==> config.mk <==
export PLATFORM = sky130hd
export DESIGN_NAME = expression_tokenizer_top
export DESIGN_NICKNAME = d
export VERILOG_FILES = /design/src/etok_pkg.sv /design/src/etok_scan.sv /design/src/etok_outq.sv /design/src/expression_tokenizer_top.sv
export SDC_FILE = /design/constraint.sdc
export NUM_CORES = 1
export LEC_CHECK = 0
export BUFFER_PORTS_ARGS = -buffer_cell sky130_fd_sc_hd__buf_4
export CAP_MARGIN = 20
export CORE_MARGIN = 5
export CORE_UTILIZATION = 35
export CTS_BUF_LIST = sky130_fd_sc_hd__clkbuf_16
export DETAILED_ROUTE_END_ITERATION = 10
export SETUP_SLACK_MARGIN = 0.1
export SLEW_MARGIN = 15
export SYNTH_ARGS = -nofsm -noshare
export SYNTH_HDL_FRONTEND = slang
export SYNTH_HIERARCHICAL = 1
export SYNTH_SLANG_ARGS = --single-unit
==> constraint.sdc <==
create_clock -name clk -period 7.7 [get_ports clk]
set_clock_uncertainty 0.05 [all_clocks]
set_input_delay 1.54 -clock clk [delete_from_list [all_inputs] [get_ports clk]]
set_output_delay 1.54 -clock clk [all_outputs]
set_load 0.03 [all_outputs]
==> src/etok_pkg.sv <==
// Shared types, character codes and classification helpers for the
// expression tokenizer. No dependencies; every other file imports this package.
`timescale 1ns / 1ps

package etok_pkg;

  // Offset counter width and width of the reported offset fields
  localparam int PosBits   = 16;
  localparam int FieldBits = 16;
  localparam int FieldMax  = (2 ** FieldBits) - 1;

  typedef logic [PosBits-1:0]   pos_t;
  typedef logic [FieldBits-1:0] field_t;

  // Token kinds as reported on the result channel
  typedef enum logic [3:0] {
    KIND_NUMBER  = 4'd0,
    KIND_IDENT   = 4'd1,
    KIND_PLUS    = 4'd2,
    KIND_MINUS   = 4'd3,
    KIND_STAR    = 4'd4,
    KIND_SLASH   = 4'd5,
    KIND_PERCENT = 4'd6,
    KIND_CARET   = 4'd7,
    KIND_BANG    = 4'd8,
    KIND_LPAREN  = 4'd9,
    KIND_RPAREN  = 4'd10,
    KIND_COMMA   = 4'd11,
    KIND_END     = 4'd12,
    KIND_INVALID = 4'd13
  } kind_t;

  // Pending token being scanned
  typedef enum logic [1:0] {
    SCAN_NONE   = 2'd0,
    SCAN_NUMBER = 2'd1,
    SCAN_IDENT  = 2'd2
  } scan_mode_t;

  // Character codes
  localparam logic [7:0] ChNul     = 8'h00;
  localparam logic [7:0] ChTab     = 8'h09;
  localparam logic [7:0] ChCr      = 8'h0D;
  localparam logic [7:0] ChSpace   = 8'h20;
  localparam logic [7:0] ChBang    = 8'h21;
  localparam logic [7:0] ChPercent = 8'h25;
  localparam logic [7:0] ChLParen  = 8'h28;
  localparam logic [7:0] ChRParen  = 8'h29;
  localparam logic [7:0] ChStar    = 8'h2A;
  localparam logic [7:0] ChPlus    = 8'h2B;
  localparam logic [7:0] ChComma   = 8'h2C;
  localparam logic [7:0] ChMinus   = 8'h2D;
  localparam logic [7:0] ChDot     = 8'h2E;
  localparam logic [7:0] ChSlash   = 8'h2F;
  localparam logic [7:0] ChZero    = 8'h30;
  localparam logic [7:0] ChNine    = 8'h39;
  localparam logic [7:0] ChUpperA  = 8'h41;
  localparam logic [7:0] ChUpperZ  = 8'h5A;
  localparam logic [7:0] ChCaret   = 8'h5E;
  localparam logic [7:0] ChUnder   = 8'h5F;
  localparam logic [7:0] ChLowerA  = 8'h61;
  localparam logic [7:0] ChLowerZ  = 8'h7A;

  // One result item
  typedef struct packed {
    kind_t  kind;
    field_t start;
    field_t length;
    logic   last;
  } token_t;

  // Results produced by one scanned byte, handed to the output queue
  typedef struct packed {
    logic [1:0] count;
    token_t     tok0;
    token_t     tok1;
  } push_t;

  function automatic logic is_digit(input logic [7:0] c);
    return (c >= ChZero) && (c <= ChNine);
  endfunction

  function automatic logic is_word(input logic [7:0] c);
    return is_digit(c) || ((c >= ChLowerA) && (c <= ChLowerZ)) ||
           ((c >= ChUpperA) && (c <= ChUpperZ)) || (c == ChUnder);
  endfunction

  function automatic logic is_blank(input logic [7:0] c);
    return (c == ChSpace) || ((c >= ChTab) && (c <= ChCr));
  endfunction

  function automatic kind_t op_kind(input logic [7:0] c);
    kind_t k;
    case (c)
      ChPlus:    k = KIND_PLUS;
      ChMinus:   k = KIND_MINUS;
      ChStar:    k = KIND_STAR;
      ChSlash:   k = KIND_SLASH;
      ChPercent: k = KIND_PERCENT;
      ChCaret:   k = KIND_CARET;
      ChBang:    k = KIND_BANG;
      ChLParen:  k = KIND_LPAREN;
      ChRParen:  k = KIND_RPAREN;
      ChComma:   k = KIND_COMMA;
      default:   k = KIND_INVALID;
    endcase
    return k;
  endfunction

  // Saturate an offset to the reported field width
  function automatic field_t clip_field(input pos_t v);
    logic [PosBits+FieldBits-1:0] w;
    w = (PosBits + FieldBits)'(v);
    if (w > (PosBits + FieldBits)'(FieldMax)) begin
      return '1;
    end
    return w[FieldBits-1:0];
  endfunction

endpackage

==> src/etok_scan.sv <==
// Scanner core: holds the lexer state and turns one text byte into up to
// two tokens per cycle in which fire is high. Depends on etok_pkg.
`timescale 1ns / 1ps

module etok_scan (
  input  logic                clk,
  input  logic                rst_n,
  input  logic                fire,
  input  logic [7:0]          text_byte,
  output etok_pkg::push_t     push
);
  import etok_pkg::*;

  scan_mode_t mode_r, mode_nxt;
  logic       dot_r, dot_nxt;
  pos_t       pstart_r, pstart_nxt;
  pos_t       pos_r, pos_nxt;

  logic   cont;
  logic   flush;
  logic   second;
  pos_t   pos_inc;
  token_t pend_tok;
  token_t new_tok;

  // Saturating position advance
  assign pos_inc = (pos_r == '1) ? pos_r : pos_r + 1'b1;

  // Decide whether the byte extends, ends or starts a token
  always_comb begin
    cont = ((mode_r == SCAN_NUMBER) &&
            (is_digit(text_byte) || ((text_byte == ChDot) && !dot_r))) ||
           ((mode_r == SCAN_IDENT) && is_word(text_byte));
    flush = ((mode_r == SCAN_NUMBER) || (mode_r == SCAN_IDENT)) && !cont;

    pend_tok.kind   = (mode_r == SCAN_NUMBER) ? KIND_NUMBER : KIND_IDENT;
    pend_tok.start  = clip_field(pstart_r);
    pend_tok.length = clip_field(pos_r - pstart_r);
    pend_tok.last   = 1'b0;

    new_tok.kind   = op_kind(text_byte);
    new_tok.start  = clip_field(pos_r);
    new_tok.length = field_t'(1);
    new_tok.last   = 1'b1;

    mode_nxt   = mode_r;
    dot_nxt    = dot_r;
    pstart_nxt = pstart_r;
    pos_nxt    = pos_inc;
    second     = 1'b0;

    if (cont) begin
      if ((mode_r == SCAN_NUMBER) && (text_byte == ChDot)) begin
        dot_nxt = 1'b1;
      end
    end else begin
      mode_nxt = SCAN_NONE;
      if (text_byte == ChNul) begin
        // End of text: emit end token, rewind the position
        new_tok.kind   = KIND_END;
        new_tok.start  = '0;
        new_tok.length = '0;
        second         = 1'b1;
        dot_nxt        = 1'b0;
        pos_nxt        = '0;
      end else if (is_digit(text_byte)) begin
        mode_nxt   = SCAN_NUMBER;
        dot_nxt    = 1'b0;
        pstart_nxt = pos_r;
      end else if (is_word(text_byte)) begin
        mode_nxt   = SCAN_IDENT;
        pstart_nxt = pos_r;
      end else if (!is_blank(text_byte)) begin
        second = 1'b1;
      end
    end

    // Pack the results in order, the final one carries the last flag
    push.tok1 = new_tok;
    if (flush) begin
      pend_tok.last = !second;
      push.tok0     = pend_tok;
      push.count    = second ? 2'd2 : 2'd1;
    end else begin
      push.tok0  = new_tok;
      push.count = second ? 2'd1 : 2'd0;
    end
    if (!fire) begin
      push.count = 2'd0;
    end
  end

  // Hold state until a byte is scanned
  always_ff @(posedge clk) begin
    if (!rst_n) begin
      mode_r   <= SCAN_NONE;
      dot_r    <= 1'b0;
      pstart_r <= '0;
      pos_r    <= '0;
    end else if (fire) begin
      mode_r   <= mode_nxt;
      dot_r    <= dot_nxt;
      pstart_r <= pstart_nxt;
      pos_r    <= pos_nxt;
    end
  end

endmodule

==> src/etok_outq.sv <==
// Four-entry result queue: takes up to two tokens per cycle, gives one while out_ready is high.
// Depends on etok_pkg.
`timescale 1ns / 1ps

module etok_outq (
  input  logic              clk,
  input  logic              rst_n,
  input  etok_pkg::push_t   push,
  output logic              room,
  output logic              out_valid,
  input  logic              out_ready,
  output etok_pkg::token_t  out_tok
);
  import etok_pkg::*;

  localparam int Depth = 4;
  localparam int AddrBits = $clog2(Depth);

  token_t                mem_r [Depth];
  logic [AddrBits-1:0]   wr_ptr_r, rd_ptr_r;
  logic [AddrBits:0]     cnt_r, cnt_nxt;
  logic                  pop;
  logic [AddrBits-1:0]   wr_ptr_p1;

  assign room      = cnt_r <= (AddrBits + 1)'(Depth - 2);
  assign out_valid = cnt_r != '0;
  assign out_tok   = mem_r[rd_ptr_r];
  assign pop       = out_valid && out_ready;
  assign wr_ptr_p1 = wr_ptr_r + 1'b1;
  assign cnt_nxt   = cnt_r + (AddrBits + 1)'(push.count) - (AddrBits + 1)'(pop);

  // Store pushed tokens
  always_ff @(posedge clk) begin
    if (push.count != 2'd0) begin
      mem_r[wr_ptr_r] <= push.tok0;
    end
    if (push.count == 2'd2) begin
      mem_r[wr_ptr_p1] <= push.tok1;
    end
  end

  // Advance pointers and fill count
  always_ff @(posedge clk) begin
    if (!rst_n) begin
      wr_ptr_r <= '0;
      rd_ptr_r <= '0;
      cnt_r    <= '0;
    end else begin
      wr_ptr_r <= wr_ptr_r + AddrBits'(push.count);
      if (pop) begin
        rd_ptr_r <= rd_ptr_r + 1'b1;
      end
      cnt_r <= cnt_nxt;
    end
  end

endmodule

==> src/expression_tokenizer_top.sv <==
// Top level of the expression tokenizer: input register, scanner and result queue.
// Depends on etok_pkg, etok_scan and etok_outq.
//
//  channel | dir | tdata              | tuser          | tlast
//  in_     | in  | [7:0] text_byte    | -              | -
//  out_    | out | [15:0] token_start | [3:0] kind     | last_of_run
//          |     | [31:16] token_len  |                |
//
// One byte is accepted per cycle while in_tready is high. A byte is held in the input
// register and scanned once the queue has room for two results; its results (zero, one
// or two) then enter the result queue, where the first result becomes visible. A byte that
// yields two results occupies the output for both results in turn, which is what sets the
// sustained rate in that case. Reset clears the scanner state and empties the queue.
// A stall on the output fills the queue and then holds off in_tready.
`timescale 1ns / 1ps

module expression_tokenizer_top (
  input  logic        clk,
  input  logic        rst_n,
  input  logic        in_tvalid,
  output logic        in_tready,
  input  logic [7:0]  in_tdata,   // [7:0] text_byte
  output logic        out_tvalid,
  input  logic        out_tready,
  output logic [31:0] out_tdata,  // [15:0] token_start, [31:16] token_length
  output logic [3:0]  out_tuser,  // [3:0] token_kind
  output logic        out_tlast   // last_of_run
);
  import etok_pkg::*;

  logic       in_valid_r;
  logic [7:0] in_byte_r;
  logic       room;
  logic       fire;
  push_t      push;
  token_t     out_tok;

  // Scan the held byte once the queue can take two results
  assign fire      = in_valid_r && room;
  assign in_tready = !in_valid_r || fire;

  // Input register
  always_ff @(posedge clk) begin
    if (!rst_n) begin
      in_valid_r <= 1'b0;
    end else if (in_tready) begin
      in_valid_r <= in_tvalid;
    end
  end

  always_ff @(posedge clk) begin
    if (in_tready && in_tvalid) begin
      in_byte_r <= in_tdata;
    end
  end

  etok_scan u_scan (
    .clk       (clk),
    .rst_n     (rst_n),
    .fire      (fire),
    .text_byte (in_byte_r),
    .push      (push)
  );

  etok_outq u_outq (
    .clk       (clk),
    .rst_n     (rst_n),
    .push      (push),
    .room      (room),
    .out_valid (out_tvalid),
    .out_ready (out_tready),
    .out_tok   (out_tok)
  );

  // Drive the result channel
  assign out_tdata = {out_tok.length, out_tok.start};
  assign out_tuser = out_tok.kind;
  assign out_tlast = out_tok.last;

endmodule

==> reports/metrics.yaml, run 1 <==
status: "completed"
synth_edf_count: 156
cts-root-buf: "clkbuf_16"
ys_types: 80
netSwitchingFraction: 0.287
grt_pass1_vias: 6918
yosysMostFrequentCell: "edfxtp_1"
track_usage: 0.143
hold_depth: 2
area_growth_pct: 12.1
cap_violations: 0
grt_pass1_wl_um: 40400
finalCritPeriodShare: 0.646
yosysSeqAreaShare: 0.494
drt-initial-drc-count: 506
crit_arrival_ns: 5.11
reg2reg_depth: 12
worst_pin_slew_ns: 0.856
grt_max_degree: 39
holdCritStartpoint: "u_scan/pstart_r[15]"
fmax_mhz: 201
cts_made_buffers: 24
synth.area.top_cells: "edfxtp_1, mux2_2, dfxtp_1"
clock_power_share: 0.362
min_path_type: "reg -> reg"
timing.rr.start: "in_byte_r[2]"
peakVddDrop_uv: 136
die_w_um: 190
start_util: 0.357
dieArea_um2: 36000
cts.sinks: 201
syn_avg_cell_area_um2: 13.5
grt-ovfl-total: 0
p_leak_nw: 4.49
die_h_um: 190
cts.clk_slew.worst_paths_ns: 0.06
cts-resized-gates: 0
syn_area_um2: 11300
final-setup-viol-count: 0
nNetsFinal: 918
synth_top_area_frac: 0.414
core_um2: 31700
post_cts_buffers: 0
drive_gt1_frac: 0.374
h-tree-depth: 1
antenna_cells: 0
cellPowerDensity_nw_per_um2: 238
synth_flop_cell: "edfxtp_1"
synthArstFlopShare: 0
finalHoldViolCount: 0
dr_total_vias: 6837
hold_slack_ns: 0.427
slew_headroom: 0.429
hpwl_um: 16300
final.setup.tns_ns: 0
place.gp.congestion: 0.848
synthCells: 840
utilization: 0.400
rows: 65
io_pins: 51
switchingPower_mw: 0.867
crit_required_ns: 7.84
grt_setup_unrepaired: "no"
power_frac_seq: 0.417
crit_type: "reg -> reg"
yosys_register_bits: 201
holdPathEnd: "u_scan/pstart_r[15]"
first_pass_iters: 5
period_needed_ns: 4.97
worstReg2RegEnd: "u_outq/mem_r[2][7]"
cts_hold_buffers: 0
yosys_warnings: 6
maxSlewViolCount: 0
routedWlPerCell_um: 20.1
clkLatencyLatePin_ns: 0.51
cts_tree: "yes"
clockBufferDepth: 3
intPower_mw: 2.15
r2r_setup_slack_ns: 2.73
wl_um: 26200
via_per_inst: 5.26
synth_common_cells: "edfxtp_1, mux2_2, dfxtp_1, nor2_1, mux4_2"
critPathMaxFanout: 38
end_kind: "flop"
synth.largest_area_cell: "edfxtp_1"
drc_errors: 0
antenna_found_initial: 0
combPwrFrac: 0.221
start_kind: "flop"
port_buffers: 50
ant_nets: 0
==> state kept, by name, indices dropped and copies added, names as in the netlist, named ones only <==
register / count
u_outq/mem_r: 148
u_scan/pos_r: 16
u_scan/pstart_r: 16
in_byte_r: 8
u_outq/cnt_r: 3
u_outq/rd_ptr_r: 2
u_outq/wr_ptr_r: 2
u_scan/mode_r: 2
in_valid_r: 1
u_scan/dot_r: 1
==> worst max-delay path, cell delays in order (launching register included) <==
cell and delay (ns):
edfxtp_1 0.63, o21ai_1 0.13, and4_1 0.31, a221oi_2 0.58, nand2_4 0.23, inv_4 0.37
ha_1 0.22, inv_1 0.07, nor2_1 0.38, and4bb_2 0.29, buf_4 0.49, o21bai_4 0.43
buf_4 0.43
==> power by group through the flow <==
stage / Sequential [mW] / Combinational (mW) / Clock, mW
after floorplan: 1.27 / 0.493 / 0
after global placement: 1.28 / 0.676 / 0
after detailed placement: 1.28 / 0.682 / 0
after CTS: 1.26 / 0.684 / 1.12
after global routing: 1.27 / 0.723 / 1.17
final: 1.26 / 0.669 / 1.09
==> metrics by stage <==
step | power [mW] | cells | setup slack [ns] | cell area (µm²)
2_1_floorplan | 1.77 | 854 | 2.28 | 11400
3_3_place_gp | 1.96 | 1257 | 2.88 | 11900
3_5_place_dp | 1.96 | 1257 | 2.77 | 11900
4_1_cts | 3.07 | 1301 | 2.77 | 12700
5_1_grt | 3.16 | 1301 | 2.52 | 12700
6_report | 3.02 | 1301 | 2.73 | 12700
==> logic make-up (layout without fill, tap and decap cells) <==
family	Yosys count	count (layout)	synth area share
other	2	16	0.000664
DFF	201	201	0.494
and+or+nand+nor	187	187	0.0897
AOI/OAI and AO/OA	96	96	0.0660
adders and majority gates	25	25	0.0290
buffers and inverters	97	142	0.0524
muxes	208	208	0.248
xor gates and xnor gates	24	24	0.0210
==> final cells by class <==
type                            instances  area (µm²)
Fill cell                            3016       19000
Sequential cell                       201        5590
Multi-Input combinational cell        556        5230
Clock buffer                           25         626
Tap cell                              402         503
Timing Repair Buffer                   62         465
Inverter                               36         138
Clock inverter                         19         131
==> cells in the final DEF, fill, tap and decap left out, drive strengths merged, types with 20 or more instances in the layout <==
cell type and count:
dfxtp 45, nand2 35, mux2 164, and2 27, edfxtp 156, a21oi 20, mux4 37, buf 62
clkbuf 25, ha 23, nor2 41, nand3 25, inv 44
==> metal layers <==
layer	share of wire	vias to the layer above	track usage
met5	0	-	0
met4	0.012	0	0.0256
met3	0.045	26	0.0209
met2	0.47	141	0.234
met1	0.47	3422	0.204
li1	-	3248	-
==> worst max path at each step <==
stage / startpoint / end / slack, ns
after detailed placement: in_byte_r[2] / u_outq/mem_r[2][8] / 2.77
after CTS: in_byte_r[2] / u_outq/mem_r[2][6] / 2.77
after global placement: in_byte_r[2] / u_outq/mem_r[2][7] / 2.88
after floorplan: in_byte_r[6] / u_outq/mem_r[0][0] / 2.28
final: in_byte_r[2] / u_outq/mem_r[2][7] / 2.73
after global routing: in_byte_r[1] / u_outq/mem_r[2][6] / 2.52
Note: power is estimated with default switching activity, not from simulation.
==> run 2: changes to the inputs <==
- clock period: 7.7 -> 4.8 ns (I/O delays scaled with it)
==> run 2 against run 1 <==
Via count increased by 1.5%. Combinational power grew 55%. Worst hold slack better by 0.0015 ns. Total power up 65%. Utilization increased by 0.57 points. Register-to-register slack got worse by 2.0 ns. Largest cell class unchanged.
==> reports/metrics.yaml, run 2 (synthesis gave the netlist of run 1 again) <==
status: "completed"
finalCritPeriodShare: 0.845
die_h_um: 190
stdcell_area_um2: 12900
start_util: 0.357
worst_pin_slew_ns: 0.963
dieArea_um2: 36000
clkLatencyLatePin_ns: 0.51
min_path_type: "reg -> reg"
cp_cell_sequence: "nand2b_1 -> a21oi_1 -> o311ai_1 -> nand2_2 -> nand2_4 -> inv_4 -> ha_1 -> and2_1 -> o21bai_1 -> o21ai_4 -> buf_12"
p_leak_nw: 4.52
final.setup.tns_ns: 0
drive_gt1_frac: 0.389
drc_errors: 0
port_buffers: 50
final_common_cell: "edfxtp_1"
setup_slack_ns: 0.746
place.gp.congestion: 0.875
crit_required_ns: 4.97
routedWlPerCell_um: 19.8
fmax_mhz: 247
post_cts_buffers: 0
via_per_inst: 5.30
slowest_stage: "o21ai_4"
final_cell_mix: "edfxtp_1, mux2_2, buf_4"
antenna_found_initial: 0
finalHoldViolCount: 0
cts_made_buffers: 24
hold_slack_ns: 0.429
io_pins: 51
top_register: "u_outq/mem_r"
grt_pass1_vias: 6996
first_pass_iters: 5
period_needed_ns: 4.05
die_w_um: 190
cap_violations: 0
wl_um: 26000
drt-initial-drc-count: 414
largestRegisters: "u_outq/mem_r: 148 flops, u_scan/pos_r: 16 flops, u_scan/pstart_r: 16 flops"
place_ws_ns: 0.720
peakVddDrop_uv: 222
maxSlewViolCount: 0
clockBufferDepth: 3
rows: 65
area_growth_pct: 13.7
cts.clk_slew.worst_paths_ns: 0.06
placed_cell_area_um2: 12000
cellPowerDensity_nw_per_um2: 387
crit_type: "reg -> reg"
crit_arrival_ns: 4.22
nNetsFinal: 927
core_um2: 31700
largest_register_ff_count: 148
grt_pass1_wl_um: 41300
reg2reg_depth: 11
dr_total_vias: 6939
grt-ovfl-total: 0
slew_headroom: 0.356
cts-resized-gates: 0
max_stage_delay_ns: 0.78
ant_nets: 0
hpwl_um: 17100
grt_max_degree: 38
h-tree-depth: 1
grt_setup_unrepaired: "no"
track_usage: 0.144
cts_tree: "yes"
start_kind: "flop"
hold_depth: 2
final-setup-viol-count: 0
cts.sinks: 201
critPathMaxFanout: 22
cts-root-buf: "clkbuf_16"
antenna_cells: 0
cts_hold_buffers: 0
end_kind: "flop"
-- run 2: path summary, 6_finish.rpt --
| path | end | from | slack [ns] |
|---|---|---|---|
| worst min-delay path | u_scan/pstart_r[0] | u_scan/pstart_r[0] | 0.43 |
| worst min register to register | u_scan/pstart_r[0] | u_scan/pstart_r[0] | 0.43 |
| worst max register to register | u_outq/mem_r[0][13] | in_byte_r[2] | 0.75 |
| worst max-delay path | u_outq/mem_r[0][13] | in_byte_r[2] | 0.75 |
-- run 2: cell type report --
class	count	area (µm²)
Clock buffer	25	626
Clock inverter	19	194
Fill cell	3016	18900
Inverter	36	138
Multi-Input combinational cell	556	5230
Sequential cell	201	5590
Tap cell	402	503
Timing Repair Buffer	71	583
-- run 2: where the power goes --
part	switching [mW]	total [mW]	internal (mW)
Combinational	0.581	1.04	0.461
Sequential	0.100	2.07	1.97
Clock	0.702	1.86	1.16
Total	1.38	4.97	3.59
-- run 2: worst max-delay path, delay by kind of cell (launching register included) --
family	cells	cell delay [ns]
AND/OR/NAND/NOR	4	0.97
flip-flops	1	0.57
AO/OA/AOI/OAI	4	1.58
buffers and inverters	2	0.29
adder cells (fa/ha/maj)	1	0.26
-- run 2: per-layer routing --
| layer | track usage | share of wire | vias up |
|---|---|---|---|
| li1 | - | - | 3281 |
| met1 | 0.204 | 0.46 | 3451 |
| met2 | 0.239 | 0.47 | 178 |
| met3 | 0.0193 | 0.048 | 29 |
| met4 | 0.0298 | 0.016 | 0 |
| met5 | 0 | 0 | - |
-- run 2: metrics by stage --
step           cells   util  power (mW)
5_1_grt         1310  0.406        5.19
3_3_place_gp    1266  0.380        3.17
3_5_place_dp    1266  0.380        3.17
2_1_floorplan    854      -        2.83
6_report        1310  0.406        4.97
4_1_cts         1310  0.406        5.05
==> run 3: changes to the inputs <==
- clock period: 4.8 -> 4 ns (I/O delays scaled with it)
==> run 3 against run 2 <==
First-iteration DRC count shrank 17%. Routed wire length shrank 1.1%. Highest routed layer unchanged. Global-route usage shrank 0.23 points. Largest cell class unchanged. Worst hold slack lost 0.010 ns. Cell count grew 0.23%. Die area is the same. Utilization shrank 0.18 points. Non-clock buffer count grew 3. Sequential power grew 19%. Design area shrank 0.45%. Worst setup slack lost 0.35 ns.
==> reports/metrics.yaml, run 3 (synthesis gave the netlist of run 1 again) <==
drive_gt1_frac: 0.383
nNetsFinal: 930
first_pass_iters: 4
finalHoldViolCount: 0
cap_violations: 0
critPathMaxFanout: 23
fmax_mhz: 277
met1Wirelength_um: 12000
drt-initial-drc-count: 344
die_w_um: 190
critPathBufInv: 3
placed_cell_area_um2: 12100
cts.sinks: 201
power_mw: 5.72
finalCritPeriodShare: 0.901
io_pins: 51
utilization: 0.404
worst_pin_slew_ns: 0.720
final-setup-viol-count: 0
area_growth_pct: 13.2
post_cts_buffers: 0
top_register: "u_outq/mem_r"
via_per_inst: 5.25
crit_top_cell: "buf_4"
antenna_cells: 0
period_needed_ns: 3.61
cp_cell_sequence: "buf_4 -> nand2b_1 -> a21oi_1 -> o311ai_2 -> nand2_2 -> nand2_4 -> inv_4 -> ha_1 -> and2_1 -> nor4b_2 -> buf_4 -> mux2_2"
cts_tree: "yes"
highest_layer: "met4"
cts-root-buf: "clkbuf_16"
grt_pass1_vias: 7009
status: "completed"
dieArea_um2: 36000
stdcell_area_um2: 12800
min_path_type: "in -> reg"
cts_hold_buffers: 0
final_cell_mix: "edfxtp_1, mux2_2, buf_4"
dp_cells: 1269
die_h_um: 190
maxSlewViolCount: 0
hpwl_um: 16500
crit_type: "reg -> reg"
cts.clk_slew.worst_paths_ns: 0.05
crit_required_ns: 4.20
clkLatencyLatePin_ns: 0.51
slowest_stage: "edfxtp_1"
grt_max_degree: 39
wl_met3_um: 869
slew_headroom: 0.515
cellPowerDensity_nw_per_um2: 447
ant_nets: 0
grt_setup_unrepaired: "no"
core_um2: 31700
start_kind: "flop"
wl_um: 25700
largestRegisters: "u_outq/mem_r: 148 flops, u_scan/pos_r: 16 flops, u_scan/pstart_r: 16 flops"
end_kind: "flop"
h-tree-depth: 1
track_usage: 0.142
crit_family: "simple AND/OR/NAND/NOR gates"
hold_depth: 1
largest_register_ff_count: 148
timing.rr.start: "in_byte_r[2]"
wl_met2_um: 12400
antenna_found_initial: 0
final_common_cell: "edfxtp_1"
holdPathEnd: "in_byte_r[3]"
clockBufferDepth: 3
crit_arrival_ns: 3.81
max_stage_delay_ns: 0.43
place.gp.congestion: 0.896
rows: 65
drc_errors: 0
grt_pass1_wl_um: 40600
start_util: 0.357
peakVddDrop_uv: 238
routedWlPerCell_um: 19.6
worstReg2RegEnd: "u_outq/mem_r[1][5]"
dr_total_vias: 6890
grt-ovfl-total: 0
p_leak_nw: 4.57
cts_made_buffers: 24
holdCritStartpoint: "in_tdata[3]"
layoutNonFillerInstCount: 1313
reg2reg_depth: 12
port_buffers: 50
r2r_setup_slack_ns: 0.39
-- run 3: cell count changes in the layout (fill, tap and decap cells not counted) --
cell	delta
nor2_2	+1
inv_1	+11
nor2_1	-1
o311ai_2	+1
clkinv_1	-2
clkinv_2	-5
inv_6	-1
bufinv_16	-3
o311ai_1	-1
buf_4	+3
-- run 3: what timing repair did --
action,4_1_cts,5_1_grt
endpoints found under the setup margin,0,132
gates resized for setup,0,2
hold endpoints to repair,0,0
-- run 3: area by class of cell --
| class | instances | area, µm² |
|---|---|---|
| multi-input cells | 556 | 5240 |
| well taps | 402 | 503 |
| clock buffers | 25 | 626 |
| flip-flops and latches | 201 | 5590 |
| clock inverters | 19 | 104 |
| fillers | 2964 | 18900 |
| repair buffers | 74 | 606 |
| inverters | 36 | 138 |
-- run 3: worst register-to-register path, delay by kind of cell (launching register included) --
family | cells | cell delay (ns)
and+or+nand+nor | 5 | 1.03
buffers and inverters | 3 | 0.66
AOI/OAI and AO/OA | 2 | 0.49
DFF | 1 | 0.43
muxes | 1 | 0.42
adders and majority gates | 1 | 0.27
-- run 3: through the flow --
stage,setup TNS [ns],setup slack [ns],hold WS [ns]
after floorplan,-26.04,-0.352,0.392
after global placement,0,0.293,0.407
after detailed placement,0,0.235,0.429
after CTS,0,0.241,0.396
after global routing,0,0.174,0.398
final,0,0.395,0.419
-- run 3: worst max path at each step --
stage                      start  slack [ns]                   to  cells after the start
finish              in_byte_r[2]        0.39   u_outq/mem_r[1][5]                     12
global route        in_byte_r[2]        0.17   u_outq/mem_r[1][5]                     12
CTS                 in_byte_r[2]        0.24   u_outq/mem_r[1][5]                     12
detailed placement  in_byte_r[2]        0.23   u_outq/mem_r[1][5]                     12
global placement    in_byte_r[2]        0.29  u_outq/mem_r[0][13]                     13
floorplan           in_byte_r[6]       -0.35   u_outq/mem_r[1][0]                     10
-- run 3: report_power, final --
part | internal (mW) | leakage (nW) | switching [mW]
clock network | 1.18 | 0.395 | 0.815
registers | 2.36 | 1.73 | 0.0963
logic | 0.556 | 2.44 | 0.712
-- run 3: per-layer routing --
metal	track usage	vias up
met2	0.241	110
met5	0	-
met1	0.194	3470
li1	-	3282
met4	0.0312	0
met3	0.0215	28
